--- config.mk ---
export PLATFORM = sky130hd
export DESIGN_NAME = fade_envelope_controller_core_flat
export DESIGN_NICKNAME = d
export VERILOG_FILES = /design/src/design/fec_pkg.sv /design/src/design/fec_if.sv /design/src/design/fec_datapath.sv /design/src/design/fec_ctrl.sv /design/src/design/fade_envelope_controller_core.sv /design/src/flat_wrapper.sv
export SDC_FILE = /design/constraint.sdc
export NUM_CORES = 2
export LEC_CHECK = 0
export BUFFER_PORTS_ARGS = -buffer_cell sky130_fd_sc_hd__buf_2
export CAP_MARGIN = 0
export CORE_ASPECT_RATIO = 1.75
export CORE_MARGIN = 1.5
export CORE_UTILIZATION = 59
export CTS_CLUSTER_SIZE = 20
export DETAILED_ROUTE_END_ITERATION = 8
export GPL_ROUTABILITY_DRIVEN = 0
export PLACE_DENSITY = 0.76
export SLEW_MARGIN = 30
export SYNTH_ARGS = -nofsm -noshare
export SYNTH_HDL_FRONTEND = slang
export SYNTH_HIERARCHICAL = 1
export SYNTH_SLANG_ARGS = --single-unit
--- constraint.sdc ---
create_clock -name i_clk -period 15.6 [get_ports i_clk]
set_input_delay 0.78 -clock i_clk [delete_from_list [all_inputs] [get_ports i_clk]]
set_output_delay 0.78 -clock i_clk [all_outputs]
set_load 0.02 [all_outputs]
--- src/design/fec_pkg.sv ---
`default_nettype none

package fec_pkg;

    localparam int OP_W        = 3;
    localparam int TICK_W      = 16;
    localparam int PHASE_W     = 3;
    localparam int BLEND_W     = 17;
    localparam int LEFT_W      = 18;
    localparam int CFG_IDX_W   = 2;
    localparam int CFG_DATA_W  = 16;
    localparam int HAS_OUT_W   = 14;

    // weight counts as audible when weight * 10000 > one
    localparam logic [HAS_OUT_W-1:0] HAS_OUT_SCALE = 14'd10000;

    localparam logic [CFG_IDX_W-1:0] CFG_FADE_IN     = 2'd0;
    localparam logic [CFG_IDX_W-1:0] CFG_FADE_OUT    = 2'd1;
    localparam logic [CFG_IDX_W-1:0] CFG_DEFAULT_HLD = 2'd2;

    typedef enum logic [OP_W-1:0] {
        OP_TICK    = 3'd0,
        OP_TRIGGER = 3'd1,
        OP_STOP    = 3'd2,
        OP_PAUSE   = 3'd3,
        OP_RESUME  = 3'd4
    } t_op;

    typedef enum logic [PHASE_W-1:0] {
        PH_INACTIVE = 3'd0,
        PH_FADE_IN  = 3'd1,
        PH_HOLD     = 3'd2,
        PH_FADE_OUT = 3'd3,
        PH_PAUSED   = 3'd4
    } t_phase;

    typedef enum logic [2:0] {
        S_IDLE,
        S_EXEC,
        S_PREP,
        S_DIV,
        S_MUL1,
        S_MUL2,
        S_DONE
    } t_state;

    typedef struct packed {
        logic capture;
        logic exec;
        logic prep;
        logic div_step;
        logic mul1;
        logic mul2;
        logic load_out;
    } t_dp_cmd;

    typedef struct packed {
        logic tick_go;
        logic direct;
        logic out_free;
    } t_dp_stat;

endpackage

`default_nettype wire

--- src/design/fec_if.sv ---
`default_nettype none

interface fec_item_if import fec_pkg::*; ();
    logic                 valid;
    logic                 ready;
    logic [OP_W-1:0]      op;
    logic [TICK_W-1:0]    elapsed_ticks;
    logic [TICK_W-1:0]    hold_override;
    logic                 immediate;

    modport source (output valid, output op, output elapsed_ticks, output hold_override,
                    output immediate, input ready);
    modport sink   (input valid, input op, input elapsed_ticks, input hold_override,
                    input immediate, output ready);
endinterface

interface fec_result_if import fec_pkg::*; ();
    logic                 valid;
    logic                 ready;
    logic [PHASE_W-1:0]   phase;
    logic [BLEND_W-1:0]   blend_weight;
    logic [LEFT_W-1:0]    time_left;
    logic                 has_output;

    modport source (output valid, output phase, output blend_weight, output time_left,
                    output has_output, input ready);
    modport sink   (input valid, input phase, input blend_weight, input time_left,
                    input has_output, output ready);
endinterface

`default_nettype wire

--- src/design/fec_datapath.sv ---
`default_nettype none

module fec_datapath import fec_pkg::*; #(
    parameter int TIME_BITS        = 16,
    parameter int WEIGHT_FRAC_BITS = 16
) (
    input  logic                   i_clk,
    input  logic                   i_rst_n,
    input  logic                   i_cfg_we,
    input  logic [CFG_IDX_W-1:0]   i_cfg_idx,
    input  logic [CFG_DATA_W-1:0]  i_cfg_data,
    input  logic [OP_W-1:0]        i_op,
    input  logic [TICK_W-1:0]      i_elapsed_ticks,
    input  logic [TICK_W-1:0]      i_hold_override,
    input  logic                   i_immediate,
    input  t_dp_cmd                i_cmd,
    output t_dp_stat               o_stat,
    input  logic                   i_out_ready,
    output logic                   o_out_valid,
    output logic [PHASE_W-1:0]     o_phase,
    output logic [BLEND_W-1:0]     o_blend_weight,
    output logic [LEFT_W-1:0]      o_time_left,
    output logic                   o_has_output
);

    localparam int WB = WEIGHT_FRAC_BITS + 1;
    localparam int CW = ((TIME_BITS > TICK_W) ? TIME_BITS : TICK_W) + 1;
    localparam int RW = TICK_W + 1;
    localparam int PW = WB + HAS_OUT_W;
    localparam logic [WB-1:0] WONE = {1'b1, {WEIGHT_FRAC_BITS{1'b0}}};
    localparam logic [CW-1:0] TMAX = CW'({TIME_BITS{1'b1}});

    // configuration
    logic [TICK_W-1:0] r_fade_in, r_fade_out, r_dflt_hold;

    // latched word
    t_op               r_op;
    logic [TICK_W-1:0] r_elapsed, r_hold_ovr;
    logic              r_imm;

    // envelope state
    t_phase                r_phase, r_before;
    logic [TIME_BITS-1:0]  r_ptime;
    logic [TICK_W-1:0]     r_hold;
    logic [WB-1:0]         r_weight;

    // weight unit
    logic [RW-1:0]     r_rem;
    logic [TICK_W-1:0] r_den;
    logic [WB-1:0]     r_quo;
    logic [WB-1:0]     r_sq;

    // result register
    logic              r_out_valid;
    t_phase            r_out_phase;
    logic [BLEND_W-1:0] r_out_weight;
    logic [LEFT_W-1:0] r_out_left;
    logic              r_out_has;

    t_phase                n_phase, n_before;
    logic [TIME_BITS-1:0]  n_ptime;
    logic [TICK_W-1:0]     n_hold;

    logic [CW-1:0]         pt_ext, fi_ext, fo_ext, hl_ext, tick_sum, pt_sat;
    logic [TIME_BITS-1:0]  pt_new;
    logic                  active;
    logic [TICK_W-1:0]     pt16;

    logic                  direct;
    logic [WB-1:0]         direct_val;
    logic [TICK_W-1:0]     num_sel, den_sel;

    logic                  rem_ge;
    logic [RW-1:0]         rem_diff, rem_next;
    logic [2*WB-1:0]       sq_prod;
    logic [WB:0]           fac;
    logic [2*WB:0]         w_prod;

    logic [TICK_W-1:0]     rem_in, rem_hold, rem_out;
    logic [LEFT_W-1:0]     left;
    logic [PW-1:0]         has_prod;
    logic                  has_out;

    assign pt_ext   = CW'(r_ptime);
    assign fi_ext   = CW'(r_fade_in);
    assign fo_ext   = CW'(r_fade_out);
    assign hl_ext   = CW'(r_hold);
    assign pt16     = TICK_W'(r_ptime);
    assign tick_sum = pt_ext + CW'(r_elapsed);
    assign pt_sat   = (tick_sum > TMAX) ? TMAX : tick_sum;
    assign pt_new   = pt_sat[TIME_BITS-1:0];
    assign active   = (r_phase != PH_INACTIVE) && (r_phase != PH_PAUSED);

    // op execution
    always_comb begin
        n_phase  = r_phase;
        n_before = r_before;
        n_ptime  = r_ptime;
        n_hold   = r_hold;
        unique case (r_op)
            OP_TICK: begin
                if (active) begin
                    n_ptime = pt_new;
                    case (r_phase)
                        PH_FADE_IN: begin
                            if (r_fade_in == '0 || CW'(pt_new) >= fi_ext) begin
                                n_phase = PH_HOLD;
                                n_ptime = '0;
                            end
                        end
                        PH_HOLD: begin
                            if (r_hold != '0 && CW'(pt_new) >= hl_ext) begin
                                n_phase = PH_FADE_OUT;
                                n_ptime = '0;
                            end
                        end
                        PH_FADE_OUT: begin
                            if (r_fade_out == '0 || CW'(pt_new) >= fo_ext) begin
                                n_phase = PH_INACTIVE;
                                n_ptime = '0;
                            end
                        end
                        default: ;
                    endcase
                end
            end
            OP_TRIGGER: begin
                n_hold = (r_hold_ovr != '0) ? r_hold_ovr : r_dflt_hold;
                if (r_phase != PH_FADE_IN) begin
                    n_phase = PH_FADE_IN;
                    n_ptime = '0;
                end
            end
            OP_STOP: begin
                if (r_phase != PH_INACTIVE) begin
                    if (r_imm) begin
                        n_phase = PH_INACTIVE;
                        n_ptime = '0;
                    end else if (r_phase != PH_FADE_OUT) begin
                        n_phase = PH_FADE_OUT;
                        n_ptime = '0;
                    end
                end
            end
            OP_PAUSE: begin
                if (active) begin
                    n_before = r_phase;
                    n_phase  = PH_PAUSED;
                end
            end
            OP_RESUME: begin
                if (r_phase == PH_PAUSED) begin
                    n_phase = r_before;
                end
            end
            default: ;
        endcase
    end

    // weight setup, from the state after the tick
    always_comb begin
        direct     = 1'b1;
        direct_val = '0;
        num_sel    = '0;
        den_sel    = r_fade_in;
        case (r_phase)
            PH_FADE_IN: begin
                if (r_fade_in == '0 || pt_ext >= fi_ext) begin
                    direct_val = WONE;
                end else begin
                    direct  = 1'b0;
                    num_sel = pt16;
                end
            end
            PH_HOLD: direct_val = WONE;
            PH_FADE_OUT: begin
                den_sel = r_fade_out;
                if (!(r_fade_out == '0 || pt_ext >= fo_ext)) begin
                    direct  = 1'b0;
                    num_sel = r_fade_out - pt16;
                end
            end
            PH_PAUSED: direct_val = r_weight;
            default: ;
        endcase
    end

    // restoring division num * ONE / den, one quotient bit per cycle
    assign rem_ge   = r_rem >= RW'(r_den);
    assign rem_diff = r_rem - RW'(r_den);
    assign rem_next = (rem_ge ? rem_diff : r_rem) << 1;

    assign sq_prod = (2*WB)'(r_quo) * (2*WB)'(r_quo);
    assign fac     = {WONE, 1'b0} + (WB+1)'(WONE) - {r_quo, 1'b0};
    assign w_prod  = (2*WB+1)'(r_sq) * (2*WB+1)'(fac);

    // result fields
    assign rem_in   = (fi_ext > pt_ext) ? (r_fade_in - pt16) : '0;
    assign rem_hold = (hl_ext > pt_ext) ? (r_hold - pt16) : '0;
    assign rem_out  = (fo_ext > pt_ext) ? (r_fade_out - pt16) : '0;

    always_comb begin
        case (r_phase)
            PH_FADE_IN:  left = LEFT_W'(rem_in) + LEFT_W'(r_hold) + LEFT_W'(r_fade_out);
            PH_HOLD:     left = LEFT_W'(rem_hold) + LEFT_W'(r_fade_out);
            PH_FADE_OUT: left = LEFT_W'(rem_out);
            default:     left = '0;
        endcase
    end

    assign has_prod = PW'(r_weight) * PW'(HAS_OUT_SCALE);
    assign has_out  = (r_phase != PH_INACTIVE) && (has_prod > PW'(WONE));

    assign o_stat.tick_go  = (r_op == OP_TICK) && active;
    assign o_stat.direct   = direct;
    assign o_stat.out_free = !r_out_valid || i_out_ready;

    always_ff @(posedge i_clk) begin
        if (!i_rst_n) begin
            r_fade_in   <= '0;
            r_fade_out  <= '0;
            r_dflt_hold <= '0;
        end else if (i_cfg_we) begin
            unique case (i_cfg_idx)
                CFG_FADE_IN:     r_fade_in   <= i_cfg_data;
                CFG_FADE_OUT:    r_fade_out  <= i_cfg_data;
                CFG_DEFAULT_HLD: r_dflt_hold <= i_cfg_data;
                default: ;
            endcase
        end
    end

    always_ff @(posedge i_clk) begin
        if (i_cmd.capture) begin
            r_op       <= t_op'(i_op);
            r_elapsed  <= i_elapsed_ticks;
            r_hold_ovr <= i_hold_override;
            r_imm      <= i_immediate;
        end
    end

    always_ff @(posedge i_clk) begin
        if (!i_rst_n) begin
            r_phase  <= PH_INACTIVE;
            r_before <= PH_INACTIVE;
            r_ptime  <= '0;
            r_hold   <= '0;
            r_weight <= '0;
        end else begin
            if (i_cmd.exec) begin
                r_phase  <= n_phase;
                r_before <= n_before;
                r_ptime  <= n_ptime;
                r_hold   <= n_hold;
            end
            if (i_cmd.prep && direct) begin
                r_weight <= direct_val;
            end else if (i_cmd.mul2) begin
                r_weight <= w_prod[WEIGHT_FRAC_BITS +: WB];
            end
        end
    end

    always_ff @(posedge i_clk) begin
        if (i_cmd.prep) begin
            r_rem <= RW'(num_sel);
            r_den <= den_sel;
            r_quo <= '0;
        end else if (i_cmd.div_step) begin
            r_rem <= rem_next;
            r_quo <= {r_quo[WB-2:0], rem_ge};
        end
        if (i_cmd.mul1) begin
            r_sq <= sq_prod[WEIGHT_FRAC_BITS +: WB];
        end
    end

    always_ff @(posedge i_clk) begin
        if (!i_rst_n) begin
            r_out_valid <= 1'b0;
        end else if (i_cmd.load_out) begin
            r_out_valid <= 1'b1;
        end else if (i_out_ready) begin
            r_out_valid <= 1'b0;
        end
    end

    always_ff @(posedge i_clk) begin
        if (i_cmd.load_out) begin
            r_out_phase  <= r_phase;
            r_out_weight <= BLEND_W'(r_weight);
            r_out_left   <= left;
            r_out_has    <= has_out;
        end
    end

    assign o_out_valid    = r_out_valid;
    assign o_phase        = r_out_phase;
    assign o_blend_weight = r_out_weight;
    assign o_time_left    = r_out_left;
    assign o_has_output   = r_out_has;

endmodule

`default_nettype wire

--- src/design/fec_ctrl.sv ---
`default_nettype none

module fec_ctrl import fec_pkg::*; #(
    parameter int WEIGHT_FRAC_BITS = 16
) (
    input  logic      i_clk,
    input  logic      i_rst_n,
    input  logic      i_in_valid,
    output logic      o_in_ready,
    input  t_dp_stat  i_stat,
    output t_dp_cmd   o_cmd
);

    localparam int WB   = WEIGHT_FRAC_BITS + 1;
    localparam int CNTW = $clog2(WB);

    t_state          r_state, n_state;
    logic [CNTW-1:0] r_cnt;
    logic            div_last;

    assign div_last = (r_cnt == CNTW'(WB - 1));

    always_ff @(posedge i_clk) begin
        if (!i_rst_n) begin
            r_state <= S_IDLE;
        end else begin
            r_state <= n_state;
        end
    end

    always_ff @(posedge i_clk) begin
        if (r_state == S_PREP) begin
            r_cnt <= '0;
        end else if (r_state == S_DIV) begin
            r_cnt <= r_cnt + 1'b1;
        end
    end

    always_comb begin
        n_state    = r_state;
        o_cmd      = '0;
        o_in_ready = 1'b0;
        unique case (r_state)
            S_IDLE: begin
                o_in_ready    = 1'b1;
                o_cmd.capture = i_in_valid;
                if (i_in_valid) begin
                    n_state = S_EXEC;
                end
            end
            S_EXEC: begin
                o_cmd.exec = 1'b1;
                n_state    = i_stat.tick_go ? S_PREP : S_DONE;
            end
            S_PREP: begin
                o_cmd.prep = 1'b1;
                n_state    = i_stat.direct ? S_DONE : S_DIV;
            end
            S_DIV: begin
                o_cmd.div_step = 1'b1;
                if (div_last) begin
                    n_state = S_MUL1;
                end
            end
            S_MUL1: begin
                o_cmd.mul1 = 1'b1;
                n_state    = S_MUL2;
            end
            S_MUL2: begin
                o_cmd.mul2 = 1'b1;
                n_state    = S_DONE;
            end
            S_DONE: begin
                // wait for the result register to drain
                if (i_stat.out_free) begin
                    o_cmd.load_out = 1'b1;
                    n_state        = S_IDLE;
                end
            end
            default: n_state = S_IDLE;
        endcase
    end

endmodule

`default_nettype wire

--- src/design/fade_envelope_controller_core.sv ---
`default_nettype none

// channel    dir   handshake        payload
// i_item     in    valid / ready    op, elapsed_ticks, hold_override, immediate
// o_result   out   valid / ready    phase, blend_weight, time_left, has_output
// i_cfg_*    in    write enable     idx 0 fade_in, 1 fade_out, 2 default_hold
//
// One word at a time. A tick that leaves the envelope fading runs the restoring
// divider, which yields one quotient bit per cycle, then two multiply stages form the
// smoothstep. Other ticks on a live envelope set the weight directly in S_PREP; all
// other words go from S_EXEC straight to S_DONE.
// Synchronous active-low reset: envelope inactive, configuration and state zero. A stalled
// result holds in the output register; the next word is taken, its result waits in S_DONE.
module fade_envelope_controller_core import fec_pkg::*; #(
    parameter int TIME_BITS        = 16,
    parameter int WEIGHT_FRAC_BITS = 16
) (
    input  logic                   i_clk,
    input  logic                   i_rst_n,
    input  logic                   i_cfg_we,
    input  logic [CFG_IDX_W-1:0]   i_cfg_idx,
    input  logic [CFG_DATA_W-1:0]  i_cfg_data,
    fec_item_if.sink               i_item,
    fec_result_if.source           o_result
);

    t_dp_cmd  cmd;
    t_dp_stat stat;
    logic     in_ready;

    assign i_item.ready = in_ready;

    fec_ctrl #(
        .WEIGHT_FRAC_BITS (WEIGHT_FRAC_BITS)
    ) u_ctrl (
        .i_clk      (i_clk),
        .i_rst_n    (i_rst_n),
        .i_in_valid (i_item.valid),
        .o_in_ready (in_ready),
        .i_stat     (stat),
        .o_cmd      (cmd)
    );

    fec_datapath #(
        .TIME_BITS        (TIME_BITS),
        .WEIGHT_FRAC_BITS (WEIGHT_FRAC_BITS)
    ) u_dp (
        .i_clk           (i_clk),
        .i_rst_n         (i_rst_n),
        .i_cfg_we        (i_cfg_we),
        .i_cfg_idx       (i_cfg_idx),
        .i_cfg_data      (i_cfg_data),
        .i_op            (i_item.op),
        .i_elapsed_ticks (i_item.elapsed_ticks),
        .i_hold_override (i_item.hold_override),
        .i_immediate     (i_item.immediate),
        .i_cmd           (cmd),
        .o_stat          (stat),
        .i_out_ready     (o_result.ready),
        .o_out_valid     (o_result.valid),
        .o_phase         (o_result.phase),
        .o_blend_weight  (o_result.blend_weight),
        .o_time_left     (o_result.time_left),
        .o_has_output    (o_result.has_output)
    );

endmodule

`default_nettype wire

--- src/flat_wrapper.sv ---
// flat-port wrapper written by rule: the top's interface ports become plain ports
module fade_envelope_controller_core_flat import fec_pkg::*;
#(
    parameter int TIME_BITS        = 16,
    parameter int WEIGHT_FRAC_BITS = 16
)
  (i_clk, i_rst_n, i_cfg_we, i_cfg_idx, i_cfg_data, i_item_valid, i_item_op, i_item_elapsed_ticks, i_item_hold_override, i_item_immediate, i_item_ready, o_result_valid, o_result_phase, o_result_blend_weight, o_result_time_left, o_result_has_output, o_result_ready);
  fec_item_if i_item_i ();
  fec_result_if o_result_i ();
  input  logic i_clk;
  input  logic i_rst_n;
  input  logic i_cfg_we;
  input  logic [CFG_IDX_W-1:0] i_cfg_idx;
  input  logic [CFG_DATA_W-1:0] i_cfg_data;
  input wire logic [$bits(i_item_i.valid)-1:0] i_item_valid;
  input wire logic [$bits(i_item_i.op)-1:0] i_item_op;
  input wire logic [$bits(i_item_i.elapsed_ticks)-1:0] i_item_elapsed_ticks;
  input wire logic [$bits(i_item_i.hold_override)-1:0] i_item_hold_override;
  input wire logic [$bits(i_item_i.immediate)-1:0] i_item_immediate;
  output wire logic [$bits(i_item_i.ready)-1:0] i_item_ready;
  output wire logic [$bits(o_result_i.valid)-1:0] o_result_valid;
  output wire logic [$bits(o_result_i.phase)-1:0] o_result_phase;
  output wire logic [$bits(o_result_i.blend_weight)-1:0] o_result_blend_weight;
  output wire logic [$bits(o_result_i.time_left)-1:0] o_result_time_left;
  output wire logic [$bits(o_result_i.has_output)-1:0] o_result_has_output;
  input wire logic [$bits(o_result_i.ready)-1:0] o_result_ready;
  assign i_item_i.valid = i_item_valid;
  assign i_item_i.op = i_item_op;
  assign i_item_i.elapsed_ticks = i_item_elapsed_ticks;
  assign i_item_i.hold_override = i_item_hold_override;
  assign i_item_i.immediate = i_item_immediate;
  assign i_item_ready = i_item_i.ready;
  assign o_result_valid = o_result_i.valid;
  assign o_result_phase = o_result_i.phase;
  assign o_result_blend_weight = o_result_i.blend_weight;
  assign o_result_time_left = o_result_i.time_left;
  assign o_result_has_output = o_result_i.has_output;
  assign o_result_i.ready = o_result_ready;
  fade_envelope_controller_core #(.TIME_BITS(TIME_BITS), .WEIGHT_FRAC_BITS(WEIGHT_FRAC_BITS)) u_core (.i_clk(i_clk), .i_rst_n(i_rst_n), .i_cfg_we(i_cfg_we), .i_cfg_idx(i_cfg_idx), .i_cfg_data(i_cfg_data), .i_item(i_item_i), .o_result(o_result_i));
endmodule
## After elaboration in Yosys (flattened, before gate mapping)

Cells that the tools add are included.

| word-level totals | value |
|---|---|
| output and inout bits | 41 |
| input bits | 59 |
| register bits | 254 |

| operators by class | value |
|---|---|
| $lt $le $gt $ge | 11 |
| reduce and logical (&&, ||, !) cells | 33 |
| mux-type cells | 59 |
| multiply operators | 3 |
| add/sub/neg operators | 10 |
| equality and inequality tests | 34 |

Operator list:

| kind | number |
|---|---|
| 16-bit two-way mux | 19 |
| 16-bit one-hot mux with 3 select lines | 2 |
| 16-bit greater-or-equal comparator | 5 |
| 16-bit subtractor | 4 |
| 18-bit one-hot mux with 3 select lines | 1 |
| 16-bit by 16-bit adder with 17-bit output | 3 |
| 17-bit two-way mux | 3 |
| 17-bit one-hot mux with 3 select lines | 1 |
| 16-bit > comparator | 3 |
| 3-bit two-way mux | 15 |
| 17-bit by 17-bit multiplier with 33-bit output | 1 |
| 17-bit by 18-bit multiplier with 33-bit output | 1 |
| 16-bit logical NOT | 2 |
| 16-bit one-hot mux with 2 select lines | 1 |
| 16-bit nonzero test | 2 |
| 31-bit by 17-bit > comparator with 1-bit output (second input constant) | 1 |
| 17-bit by 10-bit multiplier with 27-bit output (second input constant) | 1 |
| 3-bit one-hot mux with 7 select lines | 1 |
| 17-bit by 16-bit adder with 18-bit output | 1 |
| 3-bit by 2-bit == test with 1-bit output (second input constant) | 6 |
| 18-bit subtractor (first input constant) | 1 |
| 17-bit by 16-bit greater-or-equal comparator with 1-bit output | 1 |
| 17-bit by 16-bit > comparator with 1-bit output (second input constant) | 1 |
| 2-bit != test (second input constant) | 8 |
| 27 further kinds | 66 |

## Logic depth before layout (Yosys ltp)

| logic depth | value |
|---|---|
| depth in word-level cells | 9 |
| depth in mapped cells | 31 |
| mapped depth without buffers | 30 |

## Hierarchy

The synthesis kept the hierarchy.

Modules (own cells, without submodules):

| module | cells each | times used | area each (um^2) |
|---|---|---|---|
| fec_datapath | 3910 | 1 | 35235.0 |
| fec_ctrl | 66 | 1 | 550.5 |

## Least setup slack after synthesis

No wires, ideal clock.

| path | value |
|---|---|
| path type | flip-flop to flip-flop |
| start | register u_core.u_dp.r_quo[1] |
| end | register u_core.u_dp.r_weight[16] |
| arrival time | 6.972 ns |
| library setup time | 0.084 ns |
| path buffers | 1 |
| slack | 8.543 ns |
| cell stages (with the launch flop) | 30 |
| cell sequence | dfxtp_1 > inv_1 > ha_1 > nand3b_1 > nor2b_1 > nand3_1 > o41ai_2 > xor2_1 > clkbuf_1 > nand2_1 > fa_1 > fa_1 > inv_1 > fa_1 > fa_1 > fa_1 > inv_1 > fa_1 > inv_1 > ha_1 > a21o_1 > a21o_1 > a21oi_1 > nand2b_1 > o221ai_2 > o211ai_2 > a311oi_2 > xnor2_1 > nor2_1 > o31ai_2 |

| between the ends | value |
|---|---|
| word-level cells in the longest chain between the ends | 4 |

Ends and longest elaborated chain:

| what | RTL line | source |
|---|---|---|
| start: declaration | fec_datapath.sv:50 | `logic [WB-1:0] r_quo;` |
| start signal: assignment | fec_datapath.sv:271 | `r_quo <= {r_quo[WB-2:0], rem_ge};` |
| 18-bit subtractor | fec_datapath.sv:194 | `assign fac = {WONE, 1'b0} + (WB+1)'(WONE) - {r_quo, 1'b0};` |
| 17-bit by 18-bit multiplier with 33-bit output | fec_datapath.sv:195 | `assign w_prod = (2*WB+1)'(r_sq) * (2*WB+1)'(fac);` |
| 17-bit two-way mux | fec_datapath.sv:258 | `end else if (i_cmd.mul2) begin` |
| 17-bit two-way mux | fec_datapath.sv:256 | `if (i_cmd.prep && direct) begin` |
| end signal: assignment | fec_datapath.sv:257 | `r_weight <= direct_val;` |
| end signal: assignment | fec_datapath.sv:259 | `r_weight <= w_prod[WEIGHT_FRAC_BITS +: WB];` |
| end: declaration | fec_datapath.sv:45 | `logic [WB-1:0] r_weight;` |

Every way passes these cells. The select of a mux whose other input is x is not followed.
A chain may end at the register's enable or synchronous reset.

## Worst setup path after layout

| path | value |
|---|---|
| start | register u_core.u_dp.r_quo[0] |
| end | register u_core.u_dp.r_weight[16] |

The elaborated chain is that of the path after synthesis.

==> key figures <==
Setup path
  • Crit Path Category: reg -> reg
  • Worst Path Buf+Inv: 6
  • Setup crit start kind: register
  • Slowest cell delay on critical path: approximately 570 ps
  • Most used cell, CP: fa_1
  • CP Max Fanout: 22
  • Delay-heaviest family, CP: adder cells
  • Critical path arrival: 8490 ps
  • Crit path capture type: register
  • WP data required: about 16,000 ps
  • Slowest-stage cell, CP: fa_1

Drt
  • WL final: 96,000 um
  • Vias after detailed routing: between 20,000 and 30,000
  • Starting DRC count in detailed routing: around 1,700
  • Final ANT Viol Nets: 0
  • Routed len/inst: about 20 um
  • DRC Markers: 0
  • Vias per Instance: 5.82
  • 1st-pass router iterations: 6

Clock network
  • Clock tree buffer depth: 3
  • CTS tree: yes
  • Htree depth: 1
  • Clk sink count: roughly 250
  • CTS Root Cell: clkbuf_16
  • Post-CTS setup repair buffer count: 0
  • Post_cts resized: 0
  • Worst-Skew Late Latency: 590 ps
  • Hold_buf cts: 0
  • Num CTS Buffers: 25
  • Worst-path clk slew: approximately 70 ps

Logic synthesis
  • Synth top area share: 0.265
  • Register bit total from synthesis: 254
  • Syn_nets: between 4,000 and 5,000
  • Most common cell in the synthesized netlist: inv_1
  • Synth area leaders: fa_1 (26%), ha_1 (15%), edfxtp_1 (10%), inv_1 (8.3%), dfxtp_1 (7.3%)
  • Cells after Synth: a little under 4,000
  • Post-synth ARST share: 0
  • Number of synthesized flops with an enable pin: around 120
  • Mapped Area: ~0.036 mm^2
  • Cell taking the most area after synthesis: fa_1
  • Most used flip-flop cell after synthesis: dfxtp_1
  • Commonest cells post-synth: inv_1 (791), fa_1 (473), nand2_1 (443)
  • Syn. warnings: 6
  • Netlist cell types: 96
  • Post-synthesis sequential area ratio: 0.177
  • Synthesized area per cell: 9.00 um^2

Timing
  • Fmax: ~120 MHz
  • Max Transition Viols Final: 0
  • Minimum clock period: between 8000 and 9000 ps
  • Setup ws final: roughly 7600 ps
  • Slew HR: 0.385
  • Final setup violating endpoints: 0
  • Period utilization: 0.513
  • Unrepaired setup endpoints after global routing: no
  • Fin. Hold Viols: 0
  • Worst Skew: around 29 ps
  • Setup total negative slack: 0 ps
  • Worst Max-Slew Pin Slew: approximately 900 ps

Global routing
  • Vias in the first global route: between 20,000 and 30,000
  • Gr usage total: 0.318
  • Initial antenna violation count: 0
  • Largest net degree at the start of global routing: 54
  • GRT met1 Usage: 0.301
  • GRT Max-Usage Layer: met2
  • First-pass GRT wire length: roughly 150,000 um
  • Total gr overflow: 0
  • Met3 global-route usage: 0.0573
  • Met2 usage: 0.579

Die
  • Die ar.: ~0.062 mm^2
  • Ports: 100
  • DIE WIDTH: approximately 190 um
  • Row cnt: ~120
  • Starting Density: 0.596
  • CORE AREA: about 0.06 mm^2
  • Die height: 329 um

Placed design
  • Buffers on Ports: slightly below 100
  • Detailed placement HPWL: 78,100 um
  • Worst slack, placed: roughly 7700 ps

Run
  • Max Cap Viol: 0

Finish
  • P&R area growth vs syn: 5.94%
  • Layout cells sized above 1: 0.0613
  • Nets@finish: roughly 5,000

Status
  • Status: finished clean

Min path
  • HP Class: in -> reg
[routing by layer]
layer,vias up,wire length (um)
met5,-,0
met4,0,10500
met3,476,5340
met2,960,49500
met1,13700,30700
li1,12900,-
[registers in the layout, indices dropped and copies added (netlist names), 5 cells and up]
signal                      flops
u_core/u_dp/r_sq               17
u_core/u_dp/r_hold             16
u_core/u_dp/r_hold_ovr         16
u_core/u_dp/o_blend_weight     17
u_core/u_dp/pt16               16
u_core/u_dp/r_weight           17
u_core/u_dp/r_rem              17
u_core/u_dp/r_fade_in          16
u_core/u_dp/r_den              16
u_core/u_dp/o_time_left        18
u_core/u_dp/r_fade_out         16
u_core/u_dp/r_quo              17
u_core/u_ctrl/r_cnt             5
u_core/u_dp/r_dflt_hold        16
u_core/u_dp/r_elapsed          16
[final timing paths]
check / depth (start not counted) / endpoint / startpoint / slack, ps
min: 1 / u_core/u_dp/r_elapsed[6]$_DFFE_PP_ / i_item_elapsed_ticks[6] / 370
max reg2reg: 30 / u_core/u_dp/r_weight[16]$_SDFFE_PN0P_ / u_core/u_dp/r_quo[0]$_SDFFE_PP0P_ / 7590
min reg2reg: 2 / u_core/u_dp/r_dflt_hold[12]$_SDFFE_PN0P_ / u_core/u_dp/r_dflt_hold[12]$_SDFFE_PN0P_ / 460
max: 30 / u_core/u_dp/r_weight[16]$_SDFFE_PN0P_ / u_core/u_dp/r_quo[0]$_SDFFE_PP0P_ / 7590
[worst reg2reg max path: cells and delay by family, from the launching register on]
family                     cells  cell delay (ps)
adders and majority gates      8             3660
AOI/OAI and AO/OA              7             1690
and+or+nand+nor                7              890
buffers and inverters          6              830
DFF                            1              470
xor gates and xnor gates       2              360
[final cells by class]
cell class | instances | area (um^2)
antenna | 1 | 2.50
clock inverter | 14 | 141
clock buffer | 30 | 696
tap | 786 | 983
inverter | 795 | 2990
fill | 5110 | 22100
timing repair buffer | 143 | 833
sequential | 254 | 6330
multi-input combinational | 2792 | 25900
[cells in the final DEF, fill, tap and decap left out, types with 21 or more instances in the layout]
| cell type | count |
|---|---|
| nor2_1 | 180 |
| nor2b_1 | 28 |
| o21bai_1 | 26 |
| and2_1 | 165 |
| buf_2 | 99 |
| buf_4 | 42 |
| a22oi_1 | 34 |
| o22ai_1 | 22 |
| nor3_1 | 37 |
| clkbuf_16 | 26 |
| nand4_1 | 27 |
| nor4_1 | 21 |
| fa_1 | 473 |
| o21ai_0 | 109 |
| mux2i_1 | 32 |
| ha_1 | 438 |
| nand2b_1 | 31 |
| xor2_1 | 58 |
| a21oi_1 | 205 |
| nand3_1 | 39 |
| nand2_1 | 443 |
| xnor2_1 | 94 |
| dfxtp_1 | 130 |
| a21o_1 | 66 |
| inv_1 | 790 |
| edfxtp_1 | 124 |
[metrics by stage]
stage	util	hold slack (ps)	cells	instance area [um^2]
final	0.632	369	4815	37900
after global routing	0.632	357	4814	37900
after CTS	0.631	346	4811	37900
after detailed placement	0.617	449	4767	37000
after global placement	0.617	443	4767	37000
after floorplan	-	403	3976	35800
[cells by family after synthesis]
kind of cell    share of synthesized area
compound gates                      0.117
xor+xnor                           0.0377
simple gates                        0.142
mux                               0.00958
flops                               0.177
buf+inv                            0.0995
fa+ha+maj                           0.418
Power is not shown: default switching activity piles up to over one toggle a cycle in this logic, so the estimate is an artifact.
